**src/design/pfb_pkg.sv**
```systemverilog
// Shared constants, types and stamp offset tables for the page framebuffer.
package pfb_pkg;

    localparam int FRAME_WIDTH  = 84;
    localparam int FRAME_HEIGHT = 48;
    localparam int FRAME_PAGES  = (FRAME_HEIGHT + 7) / 8;
    localparam int FRAME_BYTES  = FRAME_WIDTH * FRAME_PAGES;
    localparam int ADDR_W       = $clog2(FRAME_BYTES);

    typedef logic [1:0]        t_action;
    typedef logic [7:0]        t_coord;
    typedef logic [7:0]        t_byte;
    typedef logic [ADDR_W-1:0] t_addr;

    localparam t_action ACT_PIXEL = 2'd0;
    localparam t_action ACT_DOT   = 2'd1;
    localparam t_action ACT_CROSS = 2'd2;
    localparam t_action ACT_READ  = 2'd3;

    // Column offset of pixel k of a stamp.
    function automatic t_coord stamp_dx(t_action act, logic [1:0] k);
        t_coord d;
        d = 8'd0;
        case (act)
            ACT_DOT:   d = {7'd0, k[0]};
            ACT_CROSS: begin
                case (k)
                    2'd0:    d = 8'd0;
                    2'd1:    d = 8'd2;
                    default: d = 8'd1;
                endcase
            end
            default:   d = 8'd0;
        endcase
        return d;
    endfunction

    // Row offset of pixel k of a stamp; 8'hFF stands for minus one.
    function automatic t_coord stamp_dy(t_action act, logic [1:0] k);
        t_coord d;
        d = 8'd0;
        case (act)
            ACT_DOT:   d = {7'd0, k[1]};
            ACT_CROSS: begin
                case (k)
                    2'd2:    d = 8'd1;
                    2'd3:    d = 8'hFF;
                    default: d = 8'd0;
                endcase
            end
            default:   d = 8'd0;
        endcase
        return d;
    endfunction

endpackage

```
**src/design/pfb_if.sv**
```systemverilog
// Valid/ready channel interfaces for the framebuffer requests and read data.
interface pfb_req_if;
    logic             valid;
    logic             ready;
    pfb_pkg::t_action action;
    pfb_pkg::t_coord  x;
    pfb_pkg::t_coord  y;

    modport source (output valid, output action, output x, output y, input ready);
    modport sink   (input valid, input action, input x, input y, output ready);
endinterface

interface pfb_rsp_if;
    logic           valid;
    logic           ready;
    pfb_pkg::t_byte pixel_byte;
    logic           last;

    modport source (output valid, output pixel_byte, output last, input ready);
    modport sink   (input valid, input pixel_byte, input last, output ready);
endinterface

```
**src/design/page_framebuffer_plot.sv**
```systemverilog
// Page framebuffer top level: sequencer, shared address unit and byte store.
// Each pixel is a read-modify-write of the single-port store: a read state, then a write.
// Plot pixel does this once, dot and cross once for each of their four pixels;
// read-next reads one byte, clears it, and may wait for the output register.
// After reset a clearing pass zeroes all 504 bytes of the store with ready low.
// Read data leaves through an output register, so requests flow while it waits.
module page_framebuffer_plot (
    input  logic      i_clk,
    input  logic      i_rst_n,
    pfb_req_if.sink   i_req,
    pfb_rsp_if.source o_rsp
);
    import pfb_pkg::*;

    localparam logic [1:0] ST_CLEAR = 2'd0;
    localparam logic [1:0] ST_IDLE  = 2'd1;
    localparam logic [1:0] ST_RD    = 2'd2;
    localparam logic [1:0] ST_WR    = 2'd3;

    logic [1:0] r_state, n_state;
    t_addr      r_clr_cnt, n_clr_cnt;
    t_addr      r_rdptr, n_rdptr;
    t_action    r_act, n_act;
    t_coord     r_x, n_x;
    t_coord     r_y, n_y;
    logic [1:0] r_k, n_k;
    t_addr      r_addr, n_addr;
    logic       r_hit, n_hit;
    logic [2:0] r_bit, n_bit;
    logic       r_out_valid, n_out_valid;
    t_byte      r_out_byte, n_out_byte;
    logic       r_out_last, n_out_last;

    t_byte      r_mem [FRAME_BYTES];
    t_byte      r_rdata;
    logic       w_we;
    t_addr      w_mem_addr;
    t_byte      w_wdata;

    t_coord     w_px, w_py;
    logic       w_in_range;
    t_addr      w_calc_addr;
    logic       w_out_free;
    logic       w_last_pix;

    // Shared address unit: one offset add per pixel, then page times width plus column.
    assign w_px        = r_x + stamp_dx(r_act, r_k);
    assign w_py        = r_y + stamp_dy(r_act, r_k);
    assign w_in_range  = ({1'b0, w_px} < 9'(FRAME_WIDTH)) && ({1'b0, w_py} < 9'(FRAME_HEIGHT));
    assign w_calc_addr = ADDR_W'(w_py[7:3]) * ADDR_W'(FRAME_WIDTH) + ADDR_W'(w_px);

    assign w_out_free  = !r_out_valid || o_rsp.ready;
    assign w_last_pix  = (r_act == ACT_PIXEL) || (r_k == 2'd3);

    always_ff @(posedge i_clk) begin
        if (w_we) begin
            r_mem[w_mem_addr] <= w_wdata;
        end
        r_rdata <= r_mem[w_mem_addr];
    end

    always_comb begin
        n_state     = r_state;
        n_clr_cnt   = r_clr_cnt;
        n_rdptr     = r_rdptr;
        n_act       = r_act;
        n_x         = r_x;
        n_y         = r_y;
        n_k         = r_k;
        n_addr      = r_addr;
        n_hit       = r_hit;
        n_bit       = r_bit;
        n_out_valid = r_out_valid && !o_rsp.ready;
        n_out_byte  = r_out_byte;
        n_out_last  = r_out_last;
        w_we        = 1'b0;
        w_mem_addr  = r_addr;
        w_wdata     = r_rdata | t_byte'(8'd1 << r_bit);

        unique case (r_state)
            ST_CLEAR: begin
                w_we       = 1'b1;
                w_mem_addr = r_clr_cnt;
                w_wdata    = '0;
                n_clr_cnt  = r_clr_cnt + 1'b1;
                if (r_clr_cnt == t_addr'(FRAME_BYTES - 1)) begin
                    n_state = ST_IDLE;
                end
            end
            ST_IDLE: begin
                if (i_req.valid) begin
                    n_act   = i_req.action;
                    n_x     = i_req.x;
                    n_y     = i_req.y;
                    n_k     = 2'd0;
                    n_state = ST_RD;
                end
            end
            ST_RD: begin
                if (r_act == ACT_READ) begin
                    w_mem_addr = r_rdptr;
                    n_addr     = r_rdptr;
                    n_hit      = 1'b1;
                end else begin
                    w_mem_addr = w_calc_addr;
                    n_addr     = w_calc_addr;
                    n_hit      = w_in_range;
                    n_bit      = w_py[2:0];
                end
                n_state = ST_WR;
            end
            ST_WR: begin
                if (r_act == ACT_READ) begin
                    // Hold the byte until the output register can take it.
                    if (w_out_free) begin
                        w_we        = 1'b1;
                        w_wdata     = '0;
                        n_out_valid = 1'b1;
                        n_out_byte  = r_rdata;
                        n_out_last  = (r_rdptr == t_addr'(FRAME_BYTES - 1));
                        n_rdptr     = n_out_last ? '0 : r_rdptr + 1'b1;
                        n_state     = ST_IDLE;
                    end
                end else begin
                    w_we = r_hit;
                    if (w_last_pix) begin
                        n_state = ST_IDLE;
                    end else begin
                        n_k     = r_k + 1'b1;
                        n_state = ST_RD;
                    end
                end
            end
            default: n_state = ST_IDLE;
        endcase
    end

    always_ff @(posedge i_clk) begin
        if (!i_rst_n) begin
            r_state     <= ST_CLEAR;
            r_clr_cnt   <= '0;
            r_rdptr     <= '0;
            r_out_valid <= 1'b0;
        end else begin
            r_state     <= n_state;
            r_clr_cnt   <= n_clr_cnt;
            r_rdptr     <= n_rdptr;
            r_out_valid <= n_out_valid;
        end
    end

    always_ff @(posedge i_clk) begin
        r_act      <= n_act;
        r_x        <= n_x;
        r_y        <= n_y;
        r_k        <= n_k;
        r_addr     <= n_addr;
        r_hit      <= n_hit;
        r_bit      <= n_bit;
        r_out_byte <= n_out_byte;
        r_out_last <= n_out_last;
    end

    assign i_req.ready      = (r_state == ST_IDLE);
    assign o_rsp.valid      = r_out_valid;
    assign o_rsp.pixel_byte = r_out_byte;
    assign o_rsp.last       = r_out_last;

    a_no_req_in_clear: assert property (@(posedge i_clk) disable iff (!i_rst_n)
        (r_state == ST_CLEAR) |-> !i_req.ready)
        else $error("request accepted during the clearing pass");

    a_rdptr_range: assert property (@(posedge i_clk) disable iff (!i_rst_n)
        r_rdptr <= t_addr'(FRAME_BYTES - 1))
        else $error("read pointer beyond the frame");

    a_busy_after_req: assert property (@(posedge i_clk) disable iff (!i_rst_n)
        (i_req.valid && i_req.ready) |=> !i_req.ready)
        else $error("new request taken while one is in progress");

    a_rsp_only_on_read: assert property (@(posedge i_clk) disable iff (!i_rst_n)
        (!r_out_valid && n_out_valid) |-> (r_act == ACT_READ && r_state == ST_WR))
        else $error("read data produced by a plot request");

    a_last_wraps: assert property (@(posedge i_clk) disable iff (!i_rst_n)
        (o_rsp.valid && o_rsp.ready && o_rsp.last) |-> (r_rdptr == '0))
        else $error("read pointer did not wrap after the final byte");

endmodule
```
**src/flat_wrapper.sv**
```systemverilog
// flat-port wrapper written by rule: the top's interface ports become plain ports
module page_framebuffer_plot_flat import pfb_pkg::*;
  (i_clk, i_rst_n, i_req_valid, i_req_action, i_req_x, i_req_y, i_req_ready, o_rsp_valid, o_rsp_pixel_byte, o_rsp_last, o_rsp_ready);
  pfb_req_if i_req_i ();
  pfb_rsp_if o_rsp_i ();
  input  logic i_clk;
  input  logic i_rst_n;
  input wire logic [$bits(i_req_i.valid)-1:0] i_req_valid;
  input wire logic [$bits(i_req_i.action)-1:0] i_req_action;
  input wire logic [$bits(i_req_i.x)-1:0] i_req_x;
  input wire logic [$bits(i_req_i.y)-1:0] i_req_y;
  output wire logic [$bits(i_req_i.ready)-1:0] i_req_ready;
  output wire logic [$bits(o_rsp_i.valid)-1:0] o_rsp_valid;
  output wire logic [$bits(o_rsp_i.pixel_byte)-1:0] o_rsp_pixel_byte;
  output wire logic [$bits(o_rsp_i.last)-1:0] o_rsp_last;
  input wire logic [$bits(o_rsp_i.ready)-1:0] o_rsp_ready;
  assign i_req_i.valid = i_req_valid;
  assign i_req_i.action = i_req_action;
  assign i_req_i.x = i_req_x;
  assign i_req_i.y = i_req_y;
  assign i_req_ready = i_req_i.ready;
  assign o_rsp_valid = o_rsp_i.valid;
  assign o_rsp_pixel_byte = o_rsp_i.pixel_byte;
  assign o_rsp_last = o_rsp_i.last;
  assign o_rsp_i.ready = o_rsp_ready;
  page_framebuffer_plot u_core (.i_clk(i_clk), .i_rst_n(i_rst_n), .i_req(i_req_i), .o_rsp(o_rsp_i));
endmodule
```
**config.mk**
```make
export PLATFORM = sky130hd
export DESIGN_NAME = page_framebuffer_plot_flat
export DESIGN_NICKNAME = d
export VERILOG_FILES = /design/src/design/pfb_pkg.sv /design/src/design/pfb_if.sv /design/src/design/page_framebuffer_plot.sv /design/src/flat_wrapper.sv
export SDC_FILE = /design/constraint.sdc
export NUM_CORES = 2
export LEC_CHECK = 0
export BUFFER_PORTS_ARGS = -buffer_cell sky130_fd_sc_hd__buf_2
export CAP_MARGIN = 25
export CORE_ASPECT_RATIO = 1.5
export CORE_MARGIN = 4
export CORE_UTILIZATION = 30
export DETAILED_ROUTE_END_ITERATION = 8
export PLACE_DENSITY = 0.52
export SYNTH_ARGS = -nofsm -noshare
export SYNTH_HDL_FRONTEND = slang
export SYNTH_SLANG_ARGS = --single-unit
```
**constraint.sdc**
```tcl
create_clock -name i_clk -period 22.1 [get_ports i_clk]
set_input_delay 5.525 -clock i_clk [delete_from_list [all_inputs] [get_ports i_clk]]
set_output_delay 5.525 -clock i_clk [all_outputs]
set_load 0.05 [all_outputs]
```
### Yosys cells after proc, flatten, opt, wreduce, memory -nomap -nowiden

Memory sizes are Yosys's and may differ from the RTL's. A register that Yosys moved wholly into a read port is not among the register bits.
Index checks and enable logic that the tools add are counted.

* add/subtract/negate cells: 6
* $mul: 1
* order comparisons: 2
* equality and inequality tests: 16
* shifts and indexed selects: 1
* muxes and demuxes: 28
* bitwise operators: 2
* reductions and logical operators: 15

Operators with widths (count)
* one-hot mux 8 bit (2 select lines): 4
* adder 9 x 1 -> 9 bit (second input constant): 2
* == test 9 bit (second input constant): 2
* two-way mux 9 bit: 2
* one-hot mux 9 bit (2 select lines): 1
* adder 8 bit: 2
* two-way mux 2 bit: 8
* two-way mux 8 bit: 2
* == test 2 bit (second input constant): 6
* adder 9 x 8 -> 9 bit: 1
* less-than comparator 8 x 6 -> 1 bit (second input constant): 1
* less-than comparator 8 x 7 -> 1 bit (second input constant): 1
* OR 8 bit: 1
* one-hot mux 2 bit (2 select lines): 2
* one-hot mux 2 bit (4 select lines): 1
* << shifter 1 x 3 -> 8 bit (first input constant): 1
* multiplier 5 x 5 -> 7 bit (second input constant): 1
* two-way mux 1 bit: 7
* == test 2 x 1 -> 1 bit (second input constant): 3
* zero test 2 bit: 3
* != test 2 bit (second input constant): 3
* AND reduction 3 bit: 2
* AND reduction 2 bit: 2
* AND reduction 4 bit: 1
* 9 further kinds: 12

* flip-flop bits (word level): 63
* memory bits (writable): 4032
* bits of input ports: 22
* output and inout bits: 11
* logic and storage cells: 85
* memories kept: 1

Memory list
* u_core.r_mem: depth 504, width 8, read ports 1, clocked after memory_dff 1, wr ports 1, line page_framebuffer_plot.sv:34 `t_byte r_mem [FRAME_BYTES];`

### Depth between registers and ports, before layout

* depth after elaboration: 8
* gate-level depth with buffers: 27
* depth with buffers taken out: 23

### Worst setup path before layout

OpenSTA, ideal clock, no wires.

* path type: input-to-reg
* start: in o_rsp_ready
* end: mem u_core.r_mem[0][0] in the netlist's numbering (data pin)
* setup time: 2.550 ns
* data arrival time: 17.558 ns
* data required time: 19.550 ns
* setup slack: 1.992 ns
* cell stages on the path: 4
* buffers on the path: 0
* cell sequence: nand2b_1 > a21oi_1 > nor2_1 > nor2_1

* longest elaborated chain between the ends: 4

Ends and longest elaborated chain
* start, declared: line flat_wrapper.sv:16 `input wire logic [$bits(o_rsp_i.ready)-1:0] o_rsp_ready;`
* logical OR 1 bit: line page_framebuffer_plot.sv:52 `assign w_out_free = !r_out_valid || o_rsp.ready;`
* two-way mux 8 bit: line page_framebuffer_plot.sv:115 `if (w_out_free) begin`
* two-way mux 8 bit: line page_framebuffer_plot.sv:113 `if (r_act == ACT_READ) begin`
* one-hot mux 8 bit (2 select lines): line page_framebuffer_plot.sv:80 `unique case (r_state)`
* named net u_core.w_wdata[0]: line page_framebuffer_plot.sv:38 `t_byte w_wdata;`
* end, declared: line page_framebuffer_plot.sv:34

The timed path passes the listed nets, and every way through them passes these cells.

### Final worst setup path

* start: in o_rsp_ready
* end: mem u_core.r_mem[188][2] in the netlist's numbering (data pin)

The elaborated chain is that of the path after synthesis.

==> results.yml <==
worst_setup_path:
  critPathLaunchType: "input pin"
  cp_top_family: "buffers and inverters"
  crit_top_cell: "buf_4"
  crit_path_max_fanout: 70
  cp.arrival_ps: 10260
  cp_slowest_cell: "buf_4"
  slowest_delay_ps: 780
  critPathKind: "input pin to flop"
  critPathRequiredTime_ps: 22730
  worst-path-buf-inv: 7
  worstSetupEndpointType: "flop"
  crit_path_cell_trace: "buf_2 -> nand2b_1 -> a21oi_1 -> nor2_2 -> nor2_4 -> buf_4 -> buf_4 -> buf_12 -> buf_4 -> buf_4 -> buf_4"
global_routing:
  grt_usage_pct: 17.5
  grt_pass1_vias: 96744
  grt_pass1_wl_um: 715000
  grt_antenna_before_repair: 19
  overflow: 0
  grt_max_degree: 152
power:
  power.share.combinational_pct: 32.2
  p_leak_uw: 0.0606
  powerDensity_nw_per_um2: 125
  clkPwrFrac_pct: 28.7
  ir_worst_vdd_mv: 0.136
  switching_share_pct: 36.7
  seq_power_share_pct: 39.1
  power.internal_uw: 14500
  switchingPower_uw: 8410
synthesis:
  yosysWarnings: 0
  synth_seq_cells: 4103
  synth_edf_count: 4074
  syn_avg_cell_area_um2: 14.2
  yosysMostFrequentCell: "edfxtp_1"
  netlist_instances: 11519
  yosysSeqAreaShare_pct: 75.2
  synth_area_leaders: "edfxtp_1 (75%), nand2_1 (6.0%), mux2i_1 (3.1%), nand3_1 (2.1%), a21oi_1 (1.6%)"
  synthArstFlopShare_pct: 0
  syn_nets: 11575
  yosys.area.top_type: "edfxtp_1"
  synth_cell_types: 89
  synth_top_area_share_pct: 74.8
  syn_area_um2: 163000
  synth_common_cells: "edfxtp_1 (4074), nand2_1 (2634), nand3_1 (696)"
  yosys_most_used_dff: "edfxtp_1"
clock_network:
  clock_path_buffers: 4
  postCtsSetupBuffers: 0
  cts_hold_buf: 0
  h-tree-depth: 5
  cts_tree: "done"
  clockRootBuffer: "clkbuf_16"
  numClockSinks: 4103
  cts_buffers: 367
  insertion_delay_ps: 970
  cts_resized: 0
  clkTransAtPathRegs_ps: 70
place:
  gp_congestion: 0.826
  placedCellCount: 18175
  dpl.hpwl_um: 301000
  place_ws_ps: 11280
  io_buffers: 32
drt:
  drt_pass1_iterations: 6
  wire_per_inst_um: 26.8
  vias: 97331
  ant_nets: 0
  totalWireLength_um: 505000
  drc_errors: 0
  viasPerCell: 5.17
  drt_iter0_drc: 9624
finish:
  stdcell_count: 18835
  nNetsFinal: 11445
  fill_cells: 52242
  register_area_um2: 123000
  multi_input_area_um2: 37400
  area_delta_synth_final_pct: 12.4
  postLayoutCoreUtil_pct: 33.9
  layout-drive-gt1-share_pct: 8.83
sta:
  worstMarginPinSlew_ps: 1170
  fin_worst_skew_ps: 47.4
  drv_slew: 0
  hold_ws_ps: 539
  setup_viol_count_final: 0
  fmax_ghz: 0.104
  final-hold-violation-count: 0
  slew_headroom_pct: 21.6
  finalWorstPathRequiredPeriod_ps: 9620
  grt_setup_unrepaired: "false"
  post-route-period-util_pct: 43.5
  setup-tns-final_ps: 0
  layout_setup_ws_ps: 12480
floorplanning:
  die_x_um: 611
  pin_count: 33
  dieArea_um2: 557000
  start_util_pct: 30.2
  die_y_um: 912
  num_rows: 331
  core_area_um2: 542000
flow_run:
  maxCapViolations: 0
worst_hold_path:
  hold_class: "flop to flop"
run_status:
  status: "finished, final reports clean"
-- metal layers --
layer	up-vias	GRT usage, %	wire length, µm
li1	43081	-	-
met1	49922	20.8	190000
met2	3417	31.4	261000
met3	905	2.07	27900
met4	6	8.08	26800
met5	-	0	41
-- placed cells by master (no fill, tap or decap), types with 51 or more instances in the layout --
master and n:
nand2_1 2614, clkinv_1 57, mux4_2 114, clkbuf_16 374, a311oi_1 166, clkinv_2 57
mux2i_1 501, a32oi_1 94, nand3_1 696, o22ai_1 211, o21ai_0 150, clkbuf_1 53
nand4_1 66, a31oi_1 116, a22oi_1 83, a21oi_1 534, nor3_1 51, nor2_1 597
and3_1 106, buf_4 203, nor4_1 92, edfxtp_1 4074
-- cell families (layout without fill, tap and decap cells) --
family / Yosys count / after routing / share of synthesized area [%]
other: 0 / 5 / 0
muxes: 620 / 620 / 4.68
DFF: 4103 / 4103 / 75.2
adders and majority gates: 34 / 34 / 0.269
and+or+nand+nor: 4361 / 4361 / 11.2
AOI/OAI and AO/OA: 1568 / 1568 / 6.25
xor gates and xnor gates: 35 / 35 / 0.205
buffers and inverters: 798 / 950 / 2.21
-- metrics by stage --
stage,instance area (µm²),total power [µW]
floorplan,163000,13600
CTS,184000,23000
finish,184000,22900
global route,184000,23700
global placement,172000,16500
detailed placement,172000,16500
-- path summary, 6_finish.rpt --
path | to | slack [ps] | depth (start not counted) | from
worst max-delay path | u_core.r_mem[188][2] | 12480 | 11 | o_rsp_ready
worst min-delay path | u_core.o_rsp.pixel_byte[5] | 540 | 0 | u_core.r_rdata[5]
worst max register to register | u_core.r_rdata[5] | 13130 | 24 | u_core.r_act[0]
worst min register to register | u_core.o_rsp.pixel_byte[5] | 540 | 0 | u_core.r_rdata[5]
-- registers in the layout, indices dropped and copies added, names as in the netlist, 3 cells and up --
register and flops:
u_core.o_rsp.pixel_byte 8, u_core.r_addr 9, u_core.r_bit 3, u_core.r_clr_cnt 9
u_core.r_mem 4032, u_core.r_rdata 8, u_core.r_rdptr 9, u_core.r_x 8
u_core.r_y 8
-- worst reg2reg max path, delay by kind of cell, from the launching register on --
family,cells,cell delay (ps)
AO/OA/AOI/OAI,8,3190
AND/OR/NAND/NOR,6,1780
multiplexers,1,320
buffers and inverters,4,1630
flip-flops,1,430
adder cells (fa/ha/maj),4,1170
XOR/XNOR,1,300
-- layout make-up --
| cell class | count | area share (%) |
|---|---|---|
| Timing Repair Buffer | 278 | 1.27 |
| Clock buffer | 431 | 5.23 |
| Inverter | 21 | 0.0429 |
| Multi-Input combinational cell | 6618 | 20.4 |
| Clock inverter | 220 | 1.29 |
| Sequential cell | 4103 | 66.9 |
| Tap cell | 7159 | 4.88 |
| Antenna cell | 5 | 0.00681 |
-- power groups by stage --
stage               Combinational, µW  Clock (µW)  Sequential, µW
detailed placement               7390           0            9110
global placement                 7360           0            9110
global route                     7780        6980            8940
CTS                              7410        6680            8940
floorplan                        4310           0            9330
finish                           7360        6570            8950
No activity file was read; power rests on OpenSTA's default activity.
